## config.mk

```make
export PLATFORM = sky130hd
export DESIGN_NAME = shared_pool_multi_stack
export DESIGN_NICKNAME = d
export VERILOG_FILES = /design/src/rtl/core/spms_pkg.sv /design/src/rtl/core/spms_link_mem.sv /design/src/rtl/core/spms_key_mem.sv /design/src/rtl/core/spms_ctrl.sv /design/src/rtl/core/shared_pool_multi_stack.sv
export VERILOG_INCLUDE_DIRS = /design/src /design/src/rtl/core
export SDC_FILE = /design/constraint.sdc
export NUM_CORES = 2
export LEC_CHECK = 0
export BUFFER_PORTS_ARGS = -buffer_cell sky130_fd_sc_hd__buf_2
export CORE_MARGIN = 2
export CORE_UTILIZATION = 25
export DETAILED_ROUTE_END_ITERATION = 8
export PLACE_DENSITY = 0.47
export SYNTH_ARGS = -nofsm -noshare
export SYNTH_HDL_FRONTEND = slang
export SYNTH_SLANG_ARGS = --single-unit
export TNS_END_PERCENT = 10
```

## constraint.sdc

```tcl
create_clock -name clk -period 8.46 [get_ports clk]
set_input_delay 0.423 -clock clk [delete_from_list [all_inputs] [get_ports clk]]
set_output_delay 0.423 -clock clk [all_outputs]
set_load 0.05 [all_outputs]
```

## src/rtl/core/assert_macros.svh

```systemverilog
// Assertion macros used by the top level RTL file of the stack pool block.
`ifndef ASSERT_MACROS_SVH
`define ASSERT_MACROS_SVH

// Same-cycle implication, sampled on clk and disabled while rst_n is low.
`define ASRT_NOW(label, ante, cons, msg) \
  label: assert property (@(posedge clk) disable iff (!rst_n) (ante) |-> (cons)) \
    else $error(msg);

// Next-cycle implication, sampled on clk and disabled while rst_n is low.
`define ASRT_NEXT(label, ante, cons, msg) \
  label: assert property (@(posedge clk) disable iff (!rst_n) (ante) |=> (cons)) \
    else $error(msg);

`endif

```

## src/rtl/core/spms_pkg.sv

```systemverilog
// Package with sizes, codes and memory request types of the stack pool block.
`timescale 1ns / 1ps
package spms_pkg;

  localparam int POOL_SLOTS  = 64;
  localparam int STACK_COUNT = 4;

  localparam int SLOT_W = $clog2(POOL_SLOTS);
  localparam int CNT_W  = $clog2(POOL_SLOTS + 1);
  localparam int STK_W  = $clog2(STACK_COUNT);
  localparam int SEL_W  = 2;
  localparam int KEY_W  = 32;
  localparam int STS_W  = 2;

  localparam int IN_USER_W  = 1 + SEL_W;
  localparam int IN_DATA_W  = KEY_W;
  localparam int OUT_USER_W = STS_W;
  localparam int OUT_RAW_W  = KEY_W + SLOT_W + CNT_W + CNT_W;
  localparam int OUT_DATA_W = ((OUT_RAW_W + 7) / 8) * 8;

  localparam logic FN_PUSH = 1'b0;
  localparam logic FN_POP  = 1'b1;

  localparam logic [STS_W-1:0] ST_DONE  = 2'd0;
  localparam logic [STS_W-1:0] ST_FULL  = 2'd1;
  localparam logic [STS_W-1:0] ST_EMPTY = 2'd2;

  typedef struct packed {
    logic [SLOT_W-1:0] rd_addr;
    logic              wr_en;
    logic [SLOT_W-1:0] wr_addr;
    logic [SLOT_W-1:0] wr_data;
  } link_req_t;

  typedef struct packed {
    logic [SLOT_W-1:0] rd_addr;
    logic              wr_en;
    logic [SLOT_W-1:0] wr_addr;
    logic [KEY_W-1:0]  wr_data;
  } key_req_t;

endpackage

```

## src/rtl/core/spms_link_mem.sv

```systemverilog
// Link store: back links of all slots, with per-entry valid bits for the reset chain.
`timescale 1ns / 1ps
module spms_link_mem
  import spms_pkg::*;
(
  input  logic              clk,
  input  logic              rst_n,
  input  link_req_t         req,
  output logic [SLOT_W-1:0] rd_data
);

  logic [SLOT_W-1:0]     mem [POOL_SLOTS];
  logic [POOL_SLOTS-1:0] valid_r;
  logic [SLOT_W-1:0]     rd_data_r;
  logic [SLOT_W-1:0]     chain_val;

  // An entry never written holds its reset link: the slot just below it, wrapping at zero.
  always_comb begin
    if (req.rd_addr == '0) begin
      chain_val = SLOT_W'(POOL_SLOTS - 1);
    end else begin
      chain_val = req.rd_addr - 1'b1;
    end
  end

  always_ff @(posedge clk) begin
    if (req.wr_en) begin
      mem[req.wr_addr] <= req.wr_data;
    end
    rd_data_r <= valid_r[req.rd_addr] ? mem[req.rd_addr] : chain_val;
  end

  always_ff @(posedge clk) begin
    if (!rst_n) begin
      valid_r <= '0;
    end else if (req.wr_en) begin
      valid_r[req.wr_addr] <= 1'b1;
    end
  end

  assign rd_data = rd_data_r;

endmodule

```

## src/rtl/core/spms_key_mem.sv

```systemverilog
// Key store: one key per pool slot, synchronous read.
`timescale 1ns / 1ps
module spms_key_mem
  import spms_pkg::*;
(
  input  logic             clk,
  input  key_req_t         req,
  output logic [KEY_W-1:0] rd_data
);

  logic [KEY_W-1:0] mem [POOL_SLOTS];
  logic [KEY_W-1:0] rd_data_r;

  always_ff @(posedge clk) begin
    if (req.wr_en) begin
      mem[req.wr_addr] <= req.wr_data;
    end
    rd_data_r <= mem[req.rd_addr];
  end

  assign rd_data = rd_data_r;

endmodule

```

## src/rtl/core/spms_ctrl.sv

```systemverilog
// Sequencer: stack heads, counts, free list head and the result register.
`timescale 1ns / 1ps
module spms_ctrl
  import spms_pkg::*;
(
  input  logic                  clk,
  input  logic                  rst_n,
  input  logic                  in_tvalid,
  output logic                  in_tready,
  input  logic [IN_DATA_W-1:0]  in_tdata,
  input  logic [IN_USER_W-1:0]  in_tuser,
  output logic                  out_tvalid,
  input  logic                  out_tready,
  output logic [OUT_DATA_W-1:0] out_tdata,
  output logic [OUT_USER_W-1:0] out_tuser,
  output link_req_t             link_req,
  input  logic [SLOT_W-1:0]     link_rd,
  output key_req_t              key_req,
  input  logic [KEY_W-1:0]      key_rd
);

  typedef enum logic [1:0] {
    S_IDLE = 2'b01,
    S_EXEC = 2'b10
  } state_t;

  state_t state_r, state_nxt;

  logic [SLOT_W-1:0] stack_top_r  [STACK_COUNT];
  logic [SLOT_W-1:0] stack_top_nxt[STACK_COUNT];
  logic [CNT_W-1:0]  stack_size_r  [STACK_COUNT];
  logic [CNT_W-1:0]  stack_size_nxt[STACK_COUNT];
  logic [SLOT_W-1:0] free_top_r, free_top_nxt;
  logic [CNT_W-1:0]  free_size_r, free_size_nxt;

  logic             func_r;
  logic [STK_W-1:0] sel_r;
  logic [KEY_W-1:0] key_r;

  logic                  out_valid_r, out_valid_nxt;
  logic [OUT_DATA_W-1:0] out_data_r, out_data_nxt;
  logic [OUT_USER_W-1:0] out_user_r, out_user_nxt;

  logic              in_fire, exec_fire, out_free;
  logic              cur_func;
  logic [STK_W-1:0]  in_idx, cur_idx;
  logic [SLOT_W-1:0] top_cur;
  logic [CNT_W-1:0]  size_cur;

  logic [STS_W-1:0]  res_status;
  logic [KEY_W-1:0]  res_key;
  logic [SLOT_W-1:0] res_slot;
  logic [CNT_W-1:0]  res_count;

  assign in_tready = (state_r == S_IDLE);
  assign in_fire   = in_tvalid && in_tready;
  assign out_free  = !out_valid_r || out_tready;
  assign exec_fire = (state_r == S_EXEC) && out_free;

  assign in_idx   = STK_W'(in_tuser[SEL_W:1] % STACK_COUNT);
  assign cur_idx  = (state_r == S_IDLE) ? in_idx : sel_r;
  assign cur_func = (state_r == S_IDLE) ? in_tuser[0] : func_r;
  assign top_cur  = stack_top_r[cur_idx];
  assign size_cur = stack_size_r[cur_idx];

  always_comb begin
    state_nxt      = state_r;
    stack_top_nxt  = stack_top_r;
    stack_size_nxt = stack_size_r;
    free_top_nxt   = free_top_r;
    free_size_nxt  = free_size_r;
    out_valid_nxt  = out_valid_r && !out_tready;
    out_data_nxt   = out_data_r;
    out_user_nxt   = out_user_r;

    // The read address is presented in the accept cycle and held while the result waits.
    link_req.rd_addr = (cur_func == FN_POP) ? top_cur : free_top_r;
    key_req.rd_addr  = top_cur;

    link_req.wr_en   = 1'b0;
    link_req.wr_addr = top_cur;
    link_req.wr_data = free_top_r;
    key_req.wr_en    = 1'b0;
    key_req.wr_addr  = free_top_r;
    key_req.wr_data  = key_r;

    res_status = ST_DONE;
    res_key    = '0;
    res_slot   = '0;
    res_count  = size_cur;

    case (state_r)
      S_IDLE: begin
        if (in_fire) begin
          state_nxt = S_EXEC;
        end
      end
      S_EXEC: begin
        if (func_r == FN_PUSH) begin
          if (free_size_r == '0) begin
            res_status = ST_FULL;
          end else begin
            res_slot               = free_top_r;
            free_top_nxt           = link_rd;
            free_size_nxt          = free_size_r - 1'b1;
            key_req.wr_en          = exec_fire;
            link_req.wr_en         = exec_fire;
            link_req.wr_addr       = free_top_r;
            link_req.wr_data       = top_cur;
            stack_top_nxt[sel_r]   = free_top_r;
            stack_size_nxt[sel_r]  = size_cur + 1'b1;
            res_count              = size_cur + 1'b1;
          end
        end else begin
          if (size_cur == '0) begin
            res_status = ST_EMPTY;
          end else begin
            res_slot              = top_cur;
            res_key               = key_rd;
            stack_top_nxt[sel_r]  = link_rd;
            stack_size_nxt[sel_r] = size_cur - 1'b1;
            res_count             = size_cur - 1'b1;
            link_req.wr_en        = exec_fire;
            free_top_nxt          = top_cur;
            free_size_nxt         = free_size_r + 1'b1;
          end
        end
        if (exec_fire) begin
          state_nxt     = S_IDLE;
          out_valid_nxt = 1'b1;
          out_user_nxt  = res_status;
          out_data_nxt  = OUT_DATA_W'({free_size_nxt, res_count, res_slot, res_key});
        end else begin
          // Result register still busy: keep all state until it drains.
          stack_top_nxt  = stack_top_r;
          stack_size_nxt = stack_size_r;
          free_top_nxt   = free_top_r;
          free_size_nxt  = free_size_r;
        end
      end
      default: begin
        state_nxt = S_IDLE;
      end
    endcase
  end

  always_ff @(posedge clk) begin
    if (!rst_n) begin
      state_r     <= S_IDLE;
      free_top_r  <= SLOT_W'(POOL_SLOTS - 1);
      free_size_r <= CNT_W'(POOL_SLOTS);
      out_valid_r <= 1'b0;
      for (int i = 0; i < STACK_COUNT; i++) begin
        stack_top_r[i]  <= '0;
        stack_size_r[i] <= '0;
      end
    end else begin
      state_r      <= state_nxt;
      free_top_r   <= free_top_nxt;
      free_size_r  <= free_size_nxt;
      out_valid_r  <= out_valid_nxt;
      stack_top_r  <= stack_top_nxt;
      stack_size_r <= stack_size_nxt;
    end
  end

  always_ff @(posedge clk) begin
    if (in_fire) begin
      func_r <= in_tuser[0];
      sel_r  <= in_idx;
      key_r  <= in_tdata;
    end
    out_data_r <= out_data_nxt;
    out_user_r <= out_user_nxt;
  end

  assign out_tvalid = out_valid_r;
  assign out_tdata  = out_data_r;
  assign out_tuser  = out_user_r;

endmodule

```

## src/rtl/core/shared_pool_multi_stack.sv

```systemverilog
// Top level of the shared slot pool with several linked stacks.
//
//   Channel   Direction  Contents
//   in_*      slave      tuser: func, stack_select; tdata: push_key
//   out_*     master     tuser: status; tdata: popped_key, slot_used, stack_count, free_count
//
// An operation is accepted in S_IDLE, whose accept cycle reads the link and key memories;
// S_EXEC writes the link store, on a push the key store too, and loads the result register.
// Reset is synchronous; the link store's reset chain comes from valid bits cleared
// at once, so there is no clearing pass and an item is taken right after reset.
// While the result register is full and not taken, the operation waits in S_EXEC
// and no new transaction is accepted.
`timescale 1ns / 1ps
`include "assert_macros.svh"
module shared_pool_multi_stack
  import spms_pkg::*;
(
  input  logic                  clk,
  input  logic                  rst_n,
  input  logic                  in_tvalid,
  output logic                  in_tready,
  input  logic [IN_DATA_W-1:0]  in_tdata,   // [31:0] push_key
  input  logic [IN_USER_W-1:0]  in_tuser,   // [0] func, [2:1] stack_select
  output logic                  out_tvalid,
  input  logic                  out_tready,
  output logic [OUT_DATA_W-1:0] out_tdata,  // [31:0] popped_key, [37:32] slot_used,
                                            // [44:38] stack_count, [51:45] free_count
  output logic [OUT_USER_W-1:0] out_tuser   // [1:0] status
);

  link_req_t         link_req;
  key_req_t          key_req;
  logic [SLOT_W-1:0] link_rd;
  logic [KEY_W-1:0]  key_rd;

  spms_link_mem u_link_mem (
    .clk     (clk),
    .rst_n   (rst_n),
    .req     (link_req),
    .rd_data (link_rd)
  );

  spms_key_mem u_key_mem (
    .clk     (clk),
    .req     (key_req),
    .rd_data (key_rd)
  );

  spms_ctrl u_ctrl (
    .clk        (clk),
    .rst_n      (rst_n),
    .in_tvalid  (in_tvalid),
    .in_tready  (in_tready),
    .in_tdata   (in_tdata),
    .in_tuser   (in_tuser),
    .out_tvalid (out_tvalid),
    .out_tready (out_tready),
    .out_tdata  (out_tdata),
    .out_tuser  (out_tuser),
    .link_req   (link_req),
    .link_rd    (link_rd),
    .key_req    (key_req),
    .key_rd     (key_rd)
  );

  `ASRT_NEXT(a_one_at_a_time, in_tvalid && in_tready, !in_tready, "second item accepted early")
  `ASRT_NOW(a_full_no_free, out_tvalid && out_tuser == ST_FULL, out_tdata[51:45] == '0, "pool full with free slots")
  `ASRT_NOW(a_empty_count, out_tvalid && out_tuser == ST_EMPTY, out_tdata[44:38] == '0, "empty status on nonempty stack")
  `ASRT_NOW(a_status_code, out_tvalid, out_tuser == ST_DONE || out_tuser == ST_FULL || out_tuser == ST_EMPTY, "bad status code")

endmodule

```

Yosys cells after proc, flatten, opt, wreduce, memory -nomap -nowiden:

Memory sizes are Yosys's and may differ from the RTL's. A register that Yosys moved wholly into a read port is not among the register bits.
Cells that the tools add are included.

* register bits after elaboration: 227
* memory bits (writable): 2432
* bits of input ports: 39
* output and inout port bits: 60
* word-level logic and storage cells: 119
* memories kept: 2

Memories
* u_key_mem.mem: words 64, width 32, rd ports 1, clocked after Yosys merged registers in 1, write ports 1, RTL line spms_key_mem.sv:11 `logic [KEY_W-1:0] mem [POOL_SLOTS];`
* u_link_mem.mem: words 64, width 6, rd ports 1, clocked after Yosys merged registers in 0, write ports 1, RTL line spms_link_mem.sv:12 `logic [SLOT_W-1:0] mem [POOL_SLOTS];`

* $add $sub $neg: 5
* magnitude comparators: 6
* equal/unequal tests: 6
* muxes and demuxes: 61
* bitwise operators: 4
* reductions and logical operators: 15

Operators with widths (count)
* 2-to-1 mux 28 bit: 3
* 2-to-1 mux 24 bit: 3
* 2-to-1 mux 6 bit: 12
* bitwise OR 64 bit: 1
* 2-to-1 mux 7 bit: 9
* bitwise mux 28 bit: 2
* bitwise mux 24 bit: 2
* 2-to-1 mux 13 bit: 2
* 2-to-1 mux 1 bit: 15
* adder 7 x 1 -> 7 bit, second input constant: 2
* binary-select mux 7 bit (select 2 bit): 1
* demux 7 bit (select 2 bit): 1
* logical NOT 7 bit: 2
* less-than comparator 6 x 7 -> 1 bit, second input constant: 2
* subtractor 7 x 1 -> 7 bit, second input constant: 2
* binary-select mux 6 bit (select 2 bit): 1
* demux 6 bit (select 2 bit): 1
* 2-to-1 mux 12 bit: 1
* 2-to-1 mux 2 bit: 5
* binary-select mux 1 bit (select 6 bit): 1
* demux 1 bit (select 6 bit): 1
* greater-or-equal comparator 3 bit, second input constant: 2
* greater-or-equal comparator 6 x 1 -> 1 bit, second input constant: 1
* logical NOT 6 bit: 1
* 15 further kinds: 24

Longest topological paths before layout:

* depth after elaboration: 15
* gate-level depth with buffers: 17
* gate-level depth less buffers: 13

By module:

From an unflattened synthesis, not the netlist that was laid out.

* cells, all modules: 5013
* area, all modules: 103740.7 um^2

By module, submodules not included
* spms_key_mem: instances 1, cells each 3324, area an instance 78515.3 um^2
* spms_link_mem: instances 1, cells each 1022, area an instance 17962.2 um^2
* spms_ctrl: instances 1, cells each 667, area an instance 7263.2 um^2

Worst setup path after synthesis:

No wires, ideal clock.

* path type: register -> register
* start point: reg u_ctrl.state_r[0]
* end point: mem u_link_mem.mem[0][2] in the netlist's numbering (data pin)
* setup time: 0.702 ns
* arrival: 4.751 ns
* required time: 7.758 ns
* path slack: 3.007 ns
* cell stages (with the launch flop): 11
* path buffers: 4
* clock period less this slack: 5.453 ns
* cell sequence: dfxtp_1 > nand2b_4 > inv_4 > mux2i_2 > buf_4 > a211oi_1 > or2_2 > buf_2 > clkbuf_1 > clkbuf_1 > o21ai_0

RTL lines
* from (decl): RTL line spms_ctrl.sv:27 `state_t state_r, state_nxt;`
* from (signal assigned): RTL line spms_ctrl.sv:158 `state_r <= state_nxt;`
* to (decl): RTL line spms_link_mem.sv:12

Worst setup path after layout:

* start point: reg u_ctrl.state_r[1]
* end point: reg u_key_mem.rd_data_r[19] (netlist: u_key_mem.rd_data[19]) (read register of u_key_mem.mem)

* longest elaborated chain between the ends: 6

RTL lines
* == test 2 x 1 -> 1 bit: RTL line spms_ctrl.sv:61 `assign cur_idx = (state_r == S_IDLE) ? in_idx : sel_r;`
* 2-to-1 mux 2 bit: RTL line spms_ctrl.sv:61
* NOT 2 -> 3 bit (not written as such): RTL line spms_ctrl.sv:63 `assign top_cur = stack_top_r[cur_idx];`
* binary-select mux 6 bit (select 2 bit): RTL line spms_ctrl.sv:63
* 2-to-1 mux 6 bit (not written as such) (2 in series): RTL line spms_ctrl.sv:63
* to (decl): RTL line spms_key_mem.sv:12 `logic [KEY_W-1:0] rd_data_r;`

No other way between the ends. The select of a mux whose other input is x is not followed.
A chain may end at the register's enable or synchronous reset.

==> metrics.yaml <==
outcome:
  status: "completed"
final_layout:
  final_common_cell: "edfxtp_1"
  final_cell_mix: "edfxtp_1, nand2_1, a311oi_1"
  area_delta_synth_final_pct: 16.7
  nFillCells: 43000
  nets: 8086
  final_util_pct: 29.3
  stdcell_count: 14000
  design_area_um2: 126000
  drive_above_1_share_pct: 11.7
floorplan:
  die_area_um2: 437000
  fp-row-count: 241
  die_w_um: 661
  core_um2: 430000
  io_pins: 99
  start_util_pct: 25.1
  die_y_um: 661
sta:
  fmax_mhz: 163
  relSlewSlack_pct: 8.39
  hold_violations: 0
  worst_slack_ns: 2.34
  fin_crit_ns: 6.12
  rsz0062_at_grt: "no"
  finalSetupViolCount: 0
  worstMarginPinSlew_ns: 1.36
  finalCritPeriodShare_pct: 72.3
  fin_hold_ws_ns: 0.307
  fin_setup_tns_ns: 0
  skew_ns: 0.0926
  slew_viol_final: 0
placement:
  io_buffers: 94
  dpl_worst_slack_ns: 2.47
  place.gp.congestion: 0.808
  dp_cells: 13400
  dpl-instance-area_um2: 116000
  hpwlAfterDp_um: 189000
drt:
  dr_wl_met3_um: 20200
  drt-total-wl_um: 347000
  highest_layer: "met4"
  wl_met1_um: 148000
  num_vias: 68200
  ant_nets: 0
  wire_per_inst_um: 24.8
  wl_met2_um: 168000
  first_pass_iters: 7
  drt-vias-per-instance: 4.87
  drt-initial-drc-count: 7384
  drt_drc_violations_left: 0
critical_path:
  crit_chain: "nand2b_4 > inv_4 > mux2i_2 > buf_4 > or3_2 > buf_4 > nand2_4 > buf_12 > buf_4 > nand2_1 > and3_1 > a311oi_1 > nor3_1 > o31ai_1 > mux2_2"
  startpoint_type: "flip-flop"
  r2r_setup_slack_ns: 2.34
  setup.worst_path.end_class: "flip-flop"
  cpMostUsedCell: "buf_4"
  critPathKind: "reg2reg"
  arrival_ns: 6.96
  critPathRequiredTime_ns: 9.30
  cp_max_fo: 138
  critical_path.max_stage_delay_ns: 1.03
  cp_slowest_cell: "o31ai_1"
global_routing:
  grt_pass1_wl_um: 493000
  gr-total-overflow: 0
  grt_pass1_vias: 66000
  track_usage_pct: 15.4
  antenna_found_initial: 55
  grt_max_degree: 150
yosys:
  synthTopCellsByArea: "edfxtp_1, nand2_1, a311oi_1"
  avgSynthCellArea_um2: 13.6
  ys.flop_type: "edfxtp_1"
  synth_top_area_share_pct: 70.2
  ys_ff_latch: 2691
  syn_inst: 7942
  synth-seq-area-share_pct: 73.3
  yosys.cell_types.count: 89
  synth.largest_area_cell: "edfxtp_1"
  ys_warn_count: 0
  synth_edf_count: 2521
  netlist_area_um2: 108000
  synthArstFlopShare_pct: 0
clock_network:
  cts.sinks: 2691
  cts_tree: "done"
  post_cts_buffers: 0
  cts.reportedPaths.clkPinSlew_ns: 0.07
  clockBufferDepth: 4
  insertion_delay_ns: 0.94
  cts_inserted_buffers: 300
  cts_max_level: 5
  ctsRootBufferMaster: "clkbuf_16"
pwr:
  power_leakage_nw: 42.2
  ir_drop_mv: 0.153
  powerDensity_nw_per_um2: 242
  power_mw: 30.5
flow_run:
  max_cap_violations: 0
min_path:
  min_path_type: "in2reg"
[logic make-up after synthesis]
family	after synthesis	share of synthesized area [%]
XOR/XNOR	23	0.187
multiplexers	290	2.95
AO/OA/AOI/OAI	1035	7.92
buffers and inverters	611	2.39
other	1	0.00348
AND/OR/NAND/NOR	3284	13.2
flip-flops	2691	73.3
adder cells (fa/ha/maj)	7	0.0812
[power by group]
group / switching, mW / internal, mW / leakage [nW] / total (mW)
clock network: 5.44 / 7.47 / 4.72 / 12.9
logic: 2.04 / 0.830 / 13.5 / 2.87
registers: 0.0848 / 14.6 / 23.9 / 14.7
total: 7.57 / 22.9 / 42.2 / 30.5
[area by class of cell]
type / instances / area, um^2 / share of cell area (%)
Clock inverter: 160 / 1540 / 1.22
Clock buffer: 380 / 8120 / 6.45
Inverter: 33 / 133 / 0.105
Sequential cell: 2691 / 79100 / 62.8
Antenna cell: 7 / 17.5 / 0.0139
Timing Repair Buffer: 371 / 2980 / 2.37
Tap cell: 5710 / 7140 / 5.67
Multi-Input combinational cell: 4643 / 26900 / 21.4
[critical path, delay by kind of cell (launching register included)]
family / cells / cell delay, ns
flops: 1 / 0.41
buf+inv: 5 / 1.77
mux: 2 / 0.47
compound gates: 2 / 1.36
simple gates: 6 / 1.79
[state kept, by name, indices dropped and copies added, names as in the netlist, 7 cells and up, named ones only]
signal	cells
u_ctrl.stack_size_r	24
u_link_mem.valid_r	64
u_ctrl.stack_top_r	24
u_ctrl.out_tdata	52
u_key_mem.mem	2048
u_link_mem.mem	384
u_ctrl.free_size_r	7
u_key_mem.rd_data	32
u_ctrl.key_r	32
[path summary, 6_finish.rpt]
kind	from	end	depth (start not counted)
hold / removal	in_tuser[0]	u_ctrl.func_r	2
setup reg to reg	u_ctrl.state_r[1]	u_key_mem.rd_data[19]	15
setup / recovery	u_ctrl.state_r[1]	u_key_mem.rd_data[19]	15
hold reg to reg	u_link_mem.valid_r[38]	u_link_mem.valid_r[38]	1
[Yosys cell counts, types with 66 or more instances]
cell,count
nor2_1,212
clkbuf_1,382
nand2_1,2162
edfxtp_1,2521
and3_1,391
mux2_2,71
a211oi_1,72
mux2i_1,200
a311oi_1,454
o21a_1,66
o31ai_1,72
nor3_1,77
dfxtp_1,170
nand3_1,309
buf_2,130
[layer usage]
metal,vias to the layer above,track usage [%]
met5,-,0
met4,0,4.84
met3,555,1.88
met2,2385,26.0
met1,35100,20.5
li1,30100,-
[repair_timing]
action,in CTS,in global routing
gates resized for setup,0,0
endpoints found under the hold margin,69,0
hold buffers,38,0
(Power assumes the default switching activity.)
